==> src/sv/hdc_ram.sv <==
`default_nettype none
// ----------------------------------------------------------------------------
// hdc_ram
// Generic simple dual-port RAM, one write port, one registered read port.
// ----------------------------------------------------------------------------
module hdc_ram #(
    parameter int WIDTH = 8,
    parameter int DEPTH = 256
) (
    input  wire logic                     i_clk,
    input  wire logic                     i_we,
    input  wire logic [$clog2(DEPTH)-1:0] i_waddr,
    input  wire logic [WIDTH-1:0]         i_wdata,
    input  wire logic [$clog2(DEPTH)-1:0] i_raddr,
    output logic      [WIDTH-1:0]         o_rdata
);

    logic [WIDTH-1:0] r_mem [DEPTH];

    always_ff @(posedge i_clk) begin
        if (i_we) begin
            r_mem[i_waddr] <= i_wdata;
        end
        o_rdata <= r_mem[i_raddr];
    end

endmodule
`default_nettype wire

==> config.mk <==
export PLATFORM = sky130hd
export DESIGN_NAME = hdc_ram
export DESIGN_NICKNAME = d
export VERILOG_FILES = /design/src/sv/hdc_ram.sv
export SDC_FILE = /design/constraint.sdc
export NUM_CORES = 2
export LEC_CHECK = 0
export BUFFER_PORTS_ARGS = -buffer_cell sky130_fd_sc_hd__buf_2
export CAP_MARGIN = 20
export CORE_AREA = 2 2 353 355
export DETAILED_ROUTE_END_ITERATION = 8
export DIE_AREA = 0 0 355 357
export GPL_ROUTABILITY_DRIVEN = 0
export PLACE_DENSITY = 0.87
export SETUP_SLACK_MARGIN = 0.4
export SLEW_MARGIN = 25
export SYNTH_ARGS = -nofsm -noshare
export SYNTH_HDL_FRONTEND = slang
export SYNTH_SLANG_ARGS = --single-unit
==> constraint.sdc <==
create_clock -name i_clk -period 3.6 [get_ports i_clk]
set_input_delay 0.72 -clock i_clk [delete_from_list [all_inputs] [get_ports i_clk]]
set_output_delay 0.72 -clock i_clk [all_outputs]
set_load 0.005 [all_outputs]
==> reports/qor.csv <==
metric,value,unit
vias in the first global route,45630,
Row Count,129,
htree depth,4,
placed cell areas,84510,µm²
register area,61660,µm²
Final period util,90.71,%
sequential fraction of the synthesis area,77.50,%
CP Launch Type,input pin,
Synth area leader,edfxtp_1,
die area,126700,µm²
Critical Path End Type,flip-flop,
total core area,123000,µm²
Skew-Pair Late Insertion Delay,0.81,ns
"CTS clk-pin slew, worst paths",0.07,ns
Mapped Nets,3759,
P&R area growth vs syn,14.19,%
total CTS buffers,189,
DRT Wirelength,235500,µm
"Design Area, Final",90840,µm²
FILL cells,5921,
Worst Hold End,r_mem[64][2],
DR iter-0 viols,9003,
pre-CTS setup slack,-0.2310,ns
Fin. Hold Viols,0,
Critical R2R Launch,r_mem[173][0],
largest net degree at the start of global routing,129,
internal power,0.03892,W
synthesized area,79560,µm²
headroom to the max-slew limit,28.48,%
post-synthesis cell count,3733,
MaxCap Viol Count,0,
Tightest Pin Transition,1.046,ns
final setup TNS,0,ns
Leak,29.09,nW
CP arrival,3.96,ns
layout cells sized above 1,28.86,%
Worst Reg-to-Reg Cells,7,
Yosys reg bits,2056,
Peak Freq,0.3062,GHz
RSZ-0062 raised after global routing,no,
Synth Area per Inst,21.31,µm²
Multi-input gate area,16510,µm²
pwr dens,548.5,nW/µm²
Routed wire per std cell,39.31,µm
clock power share,41.5,%
hold path cells,1,
Net Sw Power,0.01091,W
# Post-CTS Setup Buffers,0,
pins over their slew limit,0,
Total GRT Usage,37.65,%
commonest cells in the netlist,"2048 x edfxtp_1, 454 x mux4_2, 282 x nor2_1, 134 x mux2i_1, 133 x a22oi_1",
first-pass detailed-route iteration total,6,
run status,finished clean,
hpwl dp,126800,µm
share of total power in sequential cells,53.1,%
sw frac,21.89,%
reg2reg end,o_rdata[0],
Crit Path Max Fanout,40,
Synth Flop Type,edfxtp_1,
CTS tree,yes,
hold_buf cts,0,
R2R Setup Slk,0.69,ns
post-route total power,0.04983,W
NumNets Final,4212,
Hold Crit Class,input pin to flip-flop,
Starting Density,64.68,%
initial antenna violation count,12,
DIE WIDTH,355,µm
Routed Antenna Nets,0,
I/O pins,34,
die height,357,µm
via count,45740,
power share of the combinational group,5.4,%
CTS Buffer Depth,3,
Post-route DRC,0,
critical path type,input pin to flip-flop,
Setup Viol. Count Final,0,
Final min period,3.266,ns
Synth async-reset ratio,0,%
Netlist cell types,55,
"count leader, synth",edfxtp_1,
Syn. warnings,0,
number of synthesized flops with an enable pin,2048,
via/cell ratio,7.634,
final setup margin,0.3344,ns
min-delay src,i_wdata[2],
clock root buffer,clkbuf_16,
Hold Slack,0.4746,ns
IO Port Bufs,33,
first-pass GRT wire length,335200,µm
CTS Sinks,2056,
Worst Skew,0.03175,ns
Worst Path Required,4.29,ns
Synth area leaders,"edfxtp_1 77%, mux4_2 13%, mux2i_1 1.7%",
Synth top area share,77.30,%
gr ovfl total,0,
Peak VDD IR,0.0004855,V
[layout make-up]
class	instances	area share, %
timing repair buffer	495	4.749
antenna	13	0.03581
clock inverter	128	1.486
inverter	2	0.008264
sequential	2056	67.87
clock buffer	218	5.418
multi-input combinational	1442	18.17
tap	1637	2.255
[registers in the layout, indices dropped and copies added (netlist names)]
signal   cells
r_mem     2048
o_rdata      8
[cells by family (layout without fill, tap and decap cells)]
| logic type | after synthesis | count (layout) | synth area share, % |
|---|---|---|---|
| buffers and inverters | 235 | 843 | 1.831 |
| AO/OA/AOI/OAI | 385 | 385 | 3.419 |
| other | 0 | 13 | 0 |
| multiplexers | 591 | 591 | 14.62 |
| AND/OR/NAND/NOR | 466 | 466 | 2.628 |
| flip-flops | 2056 | 2056 | 77.50 |
[critical path: stages]
cell	delay, ns
buf_8	0.46
buf_12	0.31
mux4_2	0.27
o22a_1	0.14
o21ai_0	0.23
a2111oi_0	1.00
nor3_1	0.19
buf_4	0.24
nor4_2	0.37
[how the worst max path moves through the flow]
stage / start / end / cells after the start / slack (ns)
global placement: i_raddr[0] / o_rdata[7] / 10 / -0.56
global route: i_raddr[0] / o_rdata[7] / 11 / 0.40
floorplan: i_raddr[0] / o_rdata[2] / 9 / 0.94
detailed placement: i_raddr[0] / o_rdata[7] / 10 / -0.23
CTS: i_raddr[0] / o_rdata[1] / 11 / 0.58
finish: i_raddr[1] / o_rdata[0] / 9 / 0.33
[repair_timing]
| item | CTS | global route |
|---|---|---|
| pin swaps | 0 | 0 |
| endpoints found under the setup margin | 1 | 2 |
| resized for setup | 1 | 2 |
| hold endpoints to repair | 0 | 0 |
[power groups by stage]
stage	sequential, W	clock [W]	combinational (W)
4_1_cts	0.0264	0.0206	0.00258
6_report	0.0265	0.0207	0.00269
3_3_place_gp	0.0269	0	0.00235
2_1_floorplan	0.0269	0	0.00128
3_5_place_dp	0.0270	0	0.00246
5_1_grt	0.0264	0.0214	0.00272
[per-layer routing]
metal / GRT usage [%] / vias to the layer above / wire (µm)
met2: 59.51 / 5339 / 112200
met3: 11.99 / 1192 / 35110
met4: 21.83 / 14 / 17300
li1: - / 16570 / -
met1: 46.47 / 22620 / 70820
met5: 0.03704 / - / 89
[layout by cell type (no fill, tap or decap), types with 13 or more instances in the layout]
cell       count
clkbuf_16    192
nor2b_1       28
a22oi_1      133
buf_4        416
clkinv_2      39
bufinv_16     25
nor2_1       279
clkinv_1      43
mux2i_1      134
buf_12        47
clkbuf_1      24
a221oi_1      13
diode_2       13
o221ai_1      46
mux4_2       454
a21oi_1       96
a211oi_1      16
o22ai_1       28
nand2_1       33
nor4_1        19
buf_2         22
nor3_1        22
nand3_1       34
edfxtp_1    2048
[metrics by stage]
stage | instances | util (%)
floorplan | 3733 | -
global placement | 5632 | 68.70
detailed placement | 5632 | 68.71
CTS | 5978 | 73.82
global route | 5979 | 73.84
finish | 5991 | 73.86
Power figures use the tool's default switching activity.
