**config.mk**
```make
export PLATFORM = sky130hd
export DESIGN_NAME = hdc_hash_unit
export DESIGN_NICKNAME = d
export VERILOG_FILES = /design/src/sv/hdc_pkg.sv /design/src/sv/hdc_hash_unit.sv
export SDC_FILE = /design/constraint.sdc
export NUM_CORES = 1
export LEC_CHECK = 0
export BUFFER_PORTS_ARGS = -buffer_cell sky130_fd_sc_hd__buf_2
export CAP_MARGIN = 10
export CORE_ASPECT_RATIO = 1.5
export CORE_MARGIN = 3
export CORE_UTILIZATION = 65
export CTS_BUF_LIST = sky130_fd_sc_hd__clkbuf_16
export CTS_CLUSTER_DIAMETER = 40
export CTS_CLUSTER_SIZE = 25
export DETAILED_ROUTE_END_ITERATION = 12
export GPL_ROUTABILITY_DRIVEN = 0
export PLACE_DENSITY = 0.88
export SLEW_MARGIN = 15
export SYNTH_ARGS = -nofsm -noshare
export SYNTH_HDL_FRONTEND = slang
export SYNTH_SLANG_ARGS = --single-unit
```
**constraint.sdc**
```tcl
create_clock -name i_clk -period 17.34 [get_ports i_clk]
set_input_delay 1.734 -clock i_clk [delete_from_list [all_inputs] [get_ports i_clk]]
set_output_delay 1.734 -clock i_clk [all_outputs]
set_load 0.01 [all_outputs]
```
**src/sv/hdc_pkg.sv**
```systemverilog
`default_nettype none
// ----------------------------------------------------------------------------
// hdc_pkg
// Shared types and constants of the hashed distinct counter.
// ----------------------------------------------------------------------------
package hdc_pkg;

    localparam int SLOT_INDEX_BITS_DEF = 16;
    localparam int EPOCH_BITS          = 8;
    localparam int COUNT_BITS          = 17;
    localparam int HASH_BITS           = 32;

    localparam logic [HASH_BITS-1:0] FNV_BASIS = 32'd2166136261;
    localparam logic [HASH_BITS-1:0] FNV_PRIME = 32'd16777619;

    localparam logic [1:0] FUNC_ABSORB = 2'd0;
    localparam logic [1:0] FUNC_END    = 2'd1;
    localparam logic [1:0] FUNC_START  = 2'd2;
    localparam logic [1:0] FUNC_NOP    = 2'd3;

    typedef struct packed {
        logic [1:0] func;
        logic [7:0] data_byte;
    } t_in;

    typedef struct packed {
        logic [COUNT_BITS-1:0] distinct_count;
        logic                  was_new;
        logic [HASH_BITS-1:0]  hash_value;
    } t_out;

    typedef struct packed {
        logic       absorb;
        logic       restart;
        logic [7:0] data_byte;
    } t_hash_ctl;

endpackage
`default_nettype wire

```
**src/sv/hdc_hash_unit.sv**
```systemverilog
`default_nettype none
// ----------------------------------------------------------------------------
// hdc_hash_unit
// Running FNV-1a 32-bit hash register with its byte fold datapath.
// ----------------------------------------------------------------------------
module hdc_hash_unit
    import hdc_pkg::*;
(
    input  wire logic                 i_clk,
    input  wire logic                 i_rst_n,
    input  wire t_hash_ctl            i_ctl,
    output logic      [HASH_BITS-1:0] o_hash,
    output logic      [HASH_BITS-1:0] o_folded
);

    logic [HASH_BITS-1:0] r_hash;
    logic [HASH_BITS-1:0] n_hash;
    logic [HASH_BITS-1:0] w_mix;

    assign w_mix    = r_hash ^ {{(HASH_BITS-8){1'b0}}, i_ctl.data_byte};
    assign o_folded = w_mix * FNV_PRIME;
    assign o_hash   = r_hash;

    always_comb begin
        priority if (i_ctl.restart) begin
            n_hash = FNV_BASIS;
        end else if (i_ctl.absorb) begin
            n_hash = o_folded;
        end else begin
            n_hash = r_hash;
        end
    end

    always_ff @(posedge i_clk) begin
        if (!i_rst_n) begin
            r_hash <= FNV_BASIS;
        end else begin
            r_hash <= n_hash;
        end
    end

endmodule
`default_nettype wire

```
==> out/qor.yml, run 1 <==
run_status: "complete, no violations"
synth_top_family_by_area: "adder cells"
finalSetupViolCount: 0
grt_max_degree: 37
measured_slew_at_the_worst_slew_check_pin_ns: 0.9354
cts_tree: "yes"
numCtsBuffers: 5
path_max_fanout: 5
class_of_the_worst_hold_path: "register to register"
via_count_of_the_first_global_routing_pass: 6205
fillers: 703
cpMostUsedCell: "sky130_fd_sc_hd__ha_1"
crit_path_end_kind: "primary output"
slew_headroom: 0.3764
synth_enable_flop_cells: 0
synth-compound-area-share: 0.08808
avg_vias_per_cell: 5.831
post_cts.resized_instances: 0
avg_cell_area_syn_sq_um: 9.167
synth_xor_xnor_area_share: 0.06752
net_count_of_the_finished_layout: 1094
critPathRequiredTime_ns: 15.61
drt_pre_antenna_iters: 6
routed-via-count: 5633
floorplan.initialDensity: 0.6709
final-hold-violation-count: 0
critical_path.max_stage_delay_ns: 0.65
ys_warn_count: 0
total_routing_usage_gr: 0.3099
cts.sink_count: 32
synth-seq-cells: 32
slew_viol_final: 0
io_pins: 76
dp_hpwl_um: 14640
grt_pass1_wl_um: 29560
largest_register_ff_count: 32
clock_latency_at_the_later_pin_of_the_worst_skew_pair_ns: 0.29
grt_setup_unrepaired: "false"
detailed_place.area_sq_um: 7405
layout.cells.most_common: "sky130_fd_sc_hd__ha_1"
route.detailed.drc: 0
starting_drc_count_in_detailed_routing: 216
synth_sequential_area_ratio: 0.09318
buffer_count_from_post_cts_setup_fixing: 0
hold_fix_buffers_at_cts: 0
totalNegativeSetupSlack_ns: 0
cpMaxStageDelayCell: "sky130_fd_sc_hd__xor2_1"
synthFlopType: "sky130_fd_sc_hd__dfxtp_1"
synth_fp_nets: 1020
synth_adder_area_share: 0.5503
antenna_found_initial: 0
yosys.area_share.simple: 0.08116
die_y_um: 132.0
grt.overflow.total: 0
core.rowCount: 45
routed_wire_length_per_instance_um: 18.35
min_period_ns: 9.003
htree_num_levels: 2
critical_path_class: "input pin to primary output"
fmax_mhz: 111.1
synthesis.area_sq_um: 6875
top_library_cells_by_usage_in_the_layout_fill_and_taps_aside: "184 x sky130_fd_sc_hd__ha_1, 174 x sky130_fd_sc_hd__inv_1, 75 x sky130_fd_sc_hd__buf_2"
totalWireLength_um: 17730
drtAntennaViolNets: 0
finClkSkew_ns: 0.007920
synthMuxAreaShare: 0.02038
area_growth_syn_to_layout_pct: 9.681
layout_cells_sized_above_1: 0.1127
fin_crit_sh: 0.5192
hold_ws_ns: 0.5388
die_footprint_sq_um: 11870
maxCapViolations: 0
synthCells: 750
launching_element_type_of_the_critical_path: "input pin"
max_clock_buf_depth: 2
finalInstanceArea_sq_um: 7541
portBuffers: 75
path_cells: "buf_2, xor2_1, ha_1, ha_1, fa_1, ha_1, fa_1, ha_1, inv_1, fa_1, inv_1, ha_1, and3_1, a211oi_1, nand3_1, a41oi_1, o211ai_1, xor2_1, buf_2"
asyncSetResetFlopFracSynth: 0
cts.clk_slew.worst_paths_ns: 0.05
dieWidth_um: 89.98
ant_cells: 0
cp.arrival_ns: 7.27
distinct_cell_type_count_after_synthesis: 48
clockRootBuffer: "sky130_fd_sc_hd__clkbuf_16"
floorplan.core_area_sq_um: 10250
[logic make-up after synthesis]
family          Yosys count
fa+ha+maj               258
buf+inv                 182
simple gates            121
compound gates           90
flops                    32
mux                      14
xor+xnor                 53
[worst paths after layout]
check,startpoint,end,slack (ns),cells past startpoint
max reg2reg,o_hash[0],o_hash[16],11.47,18
min reg2reg,o_hash[1],o_hash[1],0.54,2
max,i_ctl[0],o_folded[30],8.34,19
min,o_hash[1],o_hash[1],0.54,2
[through the flow]
step                  util  setup slack, ns  instances
floorplan                -            9.230        750
global placement    0.7226            8.570        958
detailed placement  0.7226            8.402        958
CTS                 0.7359            8.404        966
global route        0.7359            8.137        966
finish              0.7359            8.337        966
[cells in the mapped netlist, types with 2 or more instances]
| cell | instances | area [sq um] |
|---|---|---|
| sky130_fd_sc_hd__nand3_1 | 10 | 50.05 |
| sky130_fd_sc_hd__a211oi_1 | 4 | 30.03 |
| sky130_fd_sc_hd__clkbuf_1 | 10 | 37.54 |
| sky130_fd_sc_hd__nor4b_1 | 2 | 17.52 |
| sky130_fd_sc_hd__o21bai_1 | 4 | 30.03 |
| sky130_fd_sc_hd__a41oi_1 | 2 | 17.52 |
| sky130_fd_sc_hd__dfxtp_1 | 32 | 640.6 |
| sky130_fd_sc_hd__nor2b_1 | 6 | 37.54 |
| sky130_fd_sc_hd__mux2i_1 | 14 | 140.1 |
| sky130_fd_sc_hd__a21boi_0 | 2 | 15.01 |
| sky130_fd_sc_hd__nor3_1 | 9 | 45.04 |
| sky130_fd_sc_hd__o21ai_0 | 16 | 80.08 |
| sky130_fd_sc_hd__o211ai_1 | 4 | 30.03 |
| sky130_fd_sc_hd__fa_1 | 74 | 1481 |
| sky130_fd_sc_hd__o21a_1 | 3 | 22.52 |
| sky130_fd_sc_hd__and2_1 | 5 | 31.28 |
| sky130_fd_sc_hd__xnor2_1 | 27 | 236.5 |
| sky130_fd_sc_hd__nor2_1 | 45 | 168.9 |
| sky130_fd_sc_hd__and3_1 | 6 | 37.54 |
| sky130_fd_sc_hd__o21ai_1 | 6 | 30.03 |
| sky130_fd_sc_hd__a21oi_1 | 25 | 125.1 |
| sky130_fd_sc_hd__nand4_1 | 2 | 12.51 |
| sky130_fd_sc_hd__a211o_1 | 3 | 26.28 |
| sky130_fd_sc_hd__a31oi_1 | 2 | 12.51 |
| sky130_fd_sc_hd__inv_1 | 172 | 645.6 |
| sky130_fd_sc_hd__nand2_1 | 30 | 112.6 |
| sky130_fd_sc_hd__ha_1 | 184 | 2302 |
| sky130_fd_sc_hd__xor2_1 | 26 | 227.7 |
| sky130_fd_sc_hd__a21o_1 | 5 | 37.54 |
| sky130_fd_sc_hd__a31o_2 | 2 | 17.52 |
[final cells by class]
type / count / area [sq um] / area share
Multi-Input combinational cell: 536 / 5552 / 0.7362
Sequential cell: 32 / 640.6 / 0.08495
Clock inverter: 3 / 11.26 / 0.001493
Inverter: 172 / 645.6 / 0.08561
Clock buffer: 5 / 125.1 / 0.01659
Tap cell: 141 / 176.4 / 0.02339
Timing Repair Buffer: 77 / 390.4 / 0.05177
[worst max-delay path, delay by kind of cell]
| kind | cells | cell delay (ns) |
|---|---|---|
| buf+inv | 4 | 0.36 |
| fa+ha+maj | 8 | 2.86 |
| compound gates | 3 | 1.05 |
| xor+xnor | 2 | 0.85 |
| simple gates | 2 | 0.40 |
[layer usage]
layer,part of all wire,global-route usage
met1,0.36,0.3359
met4,0.082,0.2189
met3,0.050,0.03826
met5,0,0
met2,0.51,0.5553
Power of run 1 is left out: the tool's default activity adds up to more than one toggle a clock period on the data nets, which glitch-free logic cannot reach.
==> inputs of run 2 (changes only) <==
--- a/config.mk
+++ b/config.mk
@@ -9,13 +9,13 @@
 export CAP_MARGIN = 10
 export CORE_ASPECT_RATIO = 1.5
 export CORE_MARGIN = 3
-export CORE_UTILIZATION = 65
+export CORE_UTILIZATION = 56
 export CTS_BUF_LIST = sky130_fd_sc_hd__clkbuf_16
 export CTS_CLUSTER_DIAMETER = 40
 export CTS_CLUSTER_SIZE = 25
 export DETAILED_ROUTE_END_ITERATION = 12
 export GPL_ROUTABILITY_DRIVEN = 0
-export PLACE_DENSITY = 0.88
+export PLACE_DENSITY = 0.81
 export SLEW_MARGIN = 15
 export SYNTH_ARGS = -nofsm -noshare
 export SYNTH_HDL_FRONTEND = slang
==> constraint.sdc (replaced) <==
create_clock -name i_clk -period 7.5 [get_ports i_clk]
set_input_delay 0.75 -clock i_clk [delete_from_list [all_inputs] [get_ports i_clk]]
set_output_delay 0.75 -clock i_clk [all_outputs]
set_load 0.01 [all_outputs]
==> run 2 against run 1 <==
Setup slack lost 7.9 ns. Via count fell by 6.0%. Critical path depth did not move. Count of clock-buffer cells in the layout stayed put. Hold slack improved by 0.018 ns. Non-clock buffer count grew 2. Final cell count is 1.1% higher. Cell area grew 0.35%. Sequential share of layout area barely moved. First-iteration DRC count fell by 6.0%. Register-to-register slack got worse by 9.9 ns. Largest cell class unchanged.
==> out/qor.yml, run 2 (synthesis results as in run 1) <==
cts.sink_count: 32
totalNegativeSetupSlack_ns: 0
layout.cells.most_common: "sky130_fd_sc_hd__ha_1"
route.detailed.drc: 0
routed-via-count: 5294
seq_area_sq_um: 640.6
crit_path_end_kind: "primary output"
drt_pre_antenna_iters: 4
dieWidth_um: 96.47
fmax_mhz: 140.9
run_status: "complete, no violations"
fin_crit_sh: 0.9464
finalSetupViolCount: 0
drtAntennaViolNets: 0
die_y_um: 141.7
ant_cells: 0
layout_cells_sized_above_1: 0.1149
htree_num_levels: 2
largest_register_ff_count: 32
cpMostUsedCell: "sky130_fd_sc_hd__ha_1"
net_count_of_the_finished_layout: 1096
dp_hpwl_um: 14100
min_period_ns: 7.098
multiInputGateArea_sq_um: 5552
finClkSkew_ns: 0.003620
io_pins: 76
hold_fix_buffers_at_cts: 0
floorplan.initialDensity: 0.5841
grt_setup_unrepaired: "false"
antenna_found_initial: 0
core.rowCount: 48
cts_tree: "yes"
post_cts.resized_instances: 0
cp.arrival_ns: 6.35
fillers: 1012
top_library_cells_by_usage_in_the_layout_fill_and_taps_aside: "184 x sky130_fd_sc_hd__ha_1, 174 x sky130_fd_sc_hd__inv_1, 75 x sky130_fd_sc_hd__buf_2"
numCtsBuffers: 5
critical_path_class: "input pin to primary output"
routed_wire_length_per_instance_um: 17.03
grt.overflow.total: 0
total_routing_usage_gr: 0.2594
launching_element_type_of_the_critical_path: "input pin"
max_clock_buf_depth: 2
clock_latency_at_the_later_pin_of_the_worst_skew_pair_ns: 0.28
maxCapViolations: 0
final-hold-violation-count: 0
cpMaxStageDelayCell: "sky130_fd_sc_hd__xor2_1"
portBuffers: 75
starting_drc_count_in_detailed_routing: 203
path_cells: "buf_2, xor2_1, ha_1, ha_1, fa_1, ha_1, fa_1, ha_1, inv_1, fa_1, inv_1, ha_1, and3_1, a211oi_1, nand3_1, a41oi_1, o211ai_1, xor2_1, buf_2"
buffer_count_from_post_cts_setup_fixing: 0
area_growth_syn_to_layout_pct: 10.06
clockRootBuffer: "sky130_fd_sc_hd__clkbuf_16"
grt_max_degree: 37
avg_vias_per_cell: 5.419
critical_path.max_stage_delay_ns: 0.52
critPathRequiredTime_ns: 6.75
measured_slew_at_the_worst_slew_check_pin_ns: 1.045
die_footprint_sq_um: 13670
slew_headroom: 0.3035
grt_pass1_wl_um: 27120
via_count_of_the_first_global_routing_pass: 5625
class_of_the_worst_hold_path: "register to register"
floorplan.core_area_sq_um: 11770
totalWireLength_um: 16640
slew_viol_final: 0
cts.clk_slew.worst_paths_ns: 0.05
path_max_fanout: 5
run 2: layer usage:
layer,track usage,up-vias,routed length (um),share of wire
li1,-,2597,-,-
met1,0.3019,2487,6495,0.39
met2,0.4847,175,8772,0.53
met3,0.01910,35,824,0.050
met4,0.09165,0,546,0.033
met5,0,-,0,0
run 2: path summary, 6_finish.rpt:
kind | slack, ns | end | cells past startpoint | startpoint
setup / recovery | 0.40 | o_folded[30] | 19 | i_ctl[1]
hold / removal | 0.56 | o_hash[1] | 2 | o_hash[1]
setup reg to reg | 1.60 | o_hash[30] | 19 | o_hash[4]
hold reg to reg | 0.56 | o_hash[1] | 2 | o_hash[1]
run 2: layout make-up:
class,instances,share of cell area
well taps,150,0.02480
flip-flops and latches,32,0.08466
clock inverters,3,0.001488
inverters,172,0.08532
repair buffers,79,0.05357
clock buffers,5,0.01653
multi-input cells,536,0.7336
run 2: per-stage QoR:
stage,utilization,instance area (sq um),setup WS [ns],cells,hold slack [ns]
floorplan,-,6875,1.358,750,0.5457
global placement,0.6313,7431,0.5941,969,0.5198
detailed placement,0.6313,7431,0.5231,969,0.5403
CTS,0.6429,7567,0.5020,977,0.5610
global route,0.6429,7567,0.1189,977,0.5920
finish,0.6429,7567,0.4022,977,0.5568
run 2: worst max-delay path: cells and delay by family:
kind            cells  cell delay [ns]
compound gates      3             1.21
xor+xnor            2             0.71
fa+ha+maj           8             2.90
buf+inv             4             0.35
simple gates        2             0.42
Power of run 2 is left out for the same reason.
==> inputs of run 3 (changes only) <==
--- a/config.mk
+++ b/config.mk
@@ -5,6 +5,7 @@
 export SDC_FILE = /design/constraint.sdc
 export NUM_CORES = 1
 export LEC_CHECK = 0
+export ABC_AREA = 1
 export BUFFER_PORTS_ARGS = -buffer_cell sky130_fd_sc_hd__buf_2
 export CAP_MARGIN = 10
 export CORE_ASPECT_RATIO = 1.5
@@ -15,7 +16,7 @@
 export CTS_CLUSTER_SIZE = 25
 export DETAILED_ROUTE_END_ITERATION = 12
 export GPL_ROUTABILITY_DRIVEN = 0
-export PLACE_DENSITY = 0.81
+export PLACE_DENSITY = 0.8
 export SLEW_MARGIN = 15
 export SYNTH_ARGS = -nofsm -noshare
 export SYNTH_HDL_FRONTEND = slang
==> run 3 against run 2 <==
Fmax grew 6.7%. Non-clock buffer count shrank 3. Cell area grew 6.6%. Hold slack lost 0.051 ns. Routed wire length grew 22%. Count of clock-buffer cells in the layout is the same. Flip-flop and latch count is the same. Final cell count grew 20%. Sequential share of layout area shrank 0.52 points. Critical path type unchanged. Highest routed layer unchanged.
==> out/qor.yml, run 3 <==
run_status: "complete, no violations"
drtAntennaViolNets: 0
cpMostUsedCell: "sky130_fd_sc_hd__ha_1"
grt_pass1_wl_um: 33260
grt_setup_unrepaired: "false"
route.detailed.drc: 0
post_cts.resized_instances: 0
synth_largest_area_cell: "sky130_fd_sc_hd__ha_1"
numCtsBuffers: 5
grt.overflow.total: 0
largest_register_ff_count: 32
htree_num_levels: 2
fin_crit_sh: 0.8866
layout_cells_sized_above_1: 0.1010
io_pins: 76
clockRootBuffer: "sky130_fd_sc_hd__clkbuf_16"
area_growth_syn_to_layout_pct: 9.513
layout.cells.most_common: "sky130_fd_sc_hd__inv_1"
totalNegativeSetupSlack_ns: 0
totalWireLength_um: 20240
slew_headroom: 0.2046
measured_slew_at_the_worst_slew_check_pin_ns: 1.192
synth_sequential_area_ratio: 0.08697
floorplan.core_area_sq_um: 12700
cp_num_buf_inv: 5
ys_warn_count: 0
cts_tree: "yes"
total_routing_usage_gr: 0.2903
net_count_of_the_finished_layout: 1289
portBuffers: 75
ant_cells: 0
class_of_the_worst_hold_path: "register to register"
die_footprint_sq_um: 14590
dp_hpwl_um: 17190
placed_cells: 1168
min_period_ns: 6.649
buffer_count_from_post_cts_setup_fixing: 0
critical_path_class: "input pin to primary output"
clock_latency_at_the_later_pin_of_the_worst_skew_pair_ns: 0.29
starting_drc_count_in_detailed_routing: 307
crit_path_end_kind: "primary output"
antenna_found_initial: 0
floorplan.initialDensity: 0.5800
cpMaxStageDelayCell: "sky130_fd_sc_hd__xor2_1"
cts.sink_count: 32
cp.arrival_ns: 5.90
yosys.area.top_type_share: 0.3126
routed_wire_length_per_instance_um: 17.21
dieWidth_um: 99.64
synthCells: 946
critPathRequiredTime_ns: 6.75
path_max_fanout: 4
avg_cell_area_syn_sq_um: 7.786
synthMostInstantiatedCell: "sky130_fd_sc_hd__inv_1"
synthesis.area_sq_um: 7366
avg_vias_per_cell: 5.531
synth_enable_flop_cells: 0
grt_max_degree: 37
max_clock_buf_depth: 2
critical_path.max_stage_delay_ns: 0.64
maxCapViolations: 0
final-hold-violation-count: 0
fmax_mhz: 150.4
netlist_top_cells_count: "232 x sky130_fd_sc_hd__inv_1, 184 x sky130_fd_sc_hd__ha_1, 147 x sky130_fd_sc_hd__nand2_1"
synthFlopType: "sky130_fd_sc_hd__dfxtp_1"
slew_viol_final: 0
finClkSkew_ns: 0.004595
path_cells: "buf_2, xor2_1, ha_1, ha_1, fa_1, ha_1, fa_1, ha_1, inv_1, fa_1, inv_1, ha_1, nand2_1, nand2_1, a21oi_1, nand3_2, nand2_1, inv_1, nor2_1, nand3_1, and2_1, buf_2"
hold_fix_buffers_at_cts: 0
drt_pre_antenna_iters: 6
asyncSetResetFlopFracSynth: 0
layout.core_utilization: 0.6352
layout_setup_ws_ns: 0.8506
fillers: 1135
distinct_cell_type_count_after_synthesis: 32
die_y_um: 146.5
preCtsSetupSlack_ns: 0.9626
synthTopCellsByArea: "sky130_fd_sc_hd__ha_1 31%, sky130_fd_sc_hd__fa_1 20%, sky130_fd_sc_hd__inv_1 12%"
post_layout_nonfiller_instances: 1176
synth_fp_nets: 1216
top_library_cells_by_usage_in_the_layout_fill_and_taps_aside: "232 x sky130_fd_sc_hd__inv_1, 184 x sky130_fd_sc_hd__ha_1, 147 x sky130_fd_sc_hd__nand2_1"
crit_family: "adder cells"
launching_element_type_of_the_critical_path: "input pin"
core.rowCount: 50
finalSetupViolCount: 0
via_count_of_the_first_global_routing_pass: 6909
synth-seq-cells: 32
cts.clk_slew.worst_paths_ns: 0.06
routed-via-count: 6504
-- run 3: cell count changes after synthesis, moves of 10 or more --
cell	delta
sky130_fd_sc_hd__nand4_1	+10
sky130_fd_sc_hd__nand3_1	+21
sky130_fd_sc_hd__mux2i_1	-14
sky130_fd_sc_hd__nor2_1	+24
sky130_fd_sc_hd__a21oi_1	+29
sky130_fd_sc_hd__xnor2_1	-20
sky130_fd_sc_hd__inv_1	+60
sky130_fd_sc_hd__nand2_1	+117
-- run 3: layer usage --
layer	part of all wire	global-route usage	wire length, um
met3	0.046	0.02533	940
met4	0.067	0.1668	1357
met5	0	0	0
met2	0.53	0.5454	10680
met1	0.36	0.3084	7270
-- run 3: worst min-delay path: cells and delay by family, from the launching register on --
kind	cells	cell delay, ns
compound gates	1	0.05
flops	1	0.34
simple gates	1	0.07
-- run 3: stage by stage --
step           hold slack [ns]  area (sq um)
2_1_floorplan           0.5088          7366
3_3_place_gp            0.4899          7904
3_5_place_dp            0.4931          7904
4_1_cts                 0.5038          8066
5_1_grt                 0.5483          8066
6_report                0.5059          8066
-- run 3: logic make-up after synthesis --
group	Yosys count	synth area share
XOR/XNOR	34	0.04145
buffers and inverters	244	0.1247
adder cells (fa/ha/maj)	258	0.5137
flip-flops	32	0.08697
AND/OR/NAND/NOR	285	0.1663
AO/OA/AOI/OAI	93	0.06693
-- run 3: worst paths after layout --
kind                                 from      endpoint  slack (ns)  cells after the start
worst max register to register  o_hash[4]    o_hash[26]        1.97                     22
worst min register to register  o_hash[1]     o_hash[1]        0.51                      2
worst min-delay path            o_hash[1]     o_hash[1]        0.51                      2
worst max-delay path             i_ctl[4]  o_folded[31]        0.85                     22
-- run 3: area by class of cell --
type / count / area, sq um / area share
clock buffer: 5 / 125.1 / 0.01551
clock inverter: 3 / 37.54 / 0.004653
inverter: 234 / 878.3 / 0.1089
multi-input combinational: 670 / 5807 / 0.7199
sequential: 32 / 640.6 / 0.07942
tap: 156 / 195.2 / 0.02420
timing repair buffer: 76 / 382.9 / 0.04746
Power of run 3 is left out for the same reason.
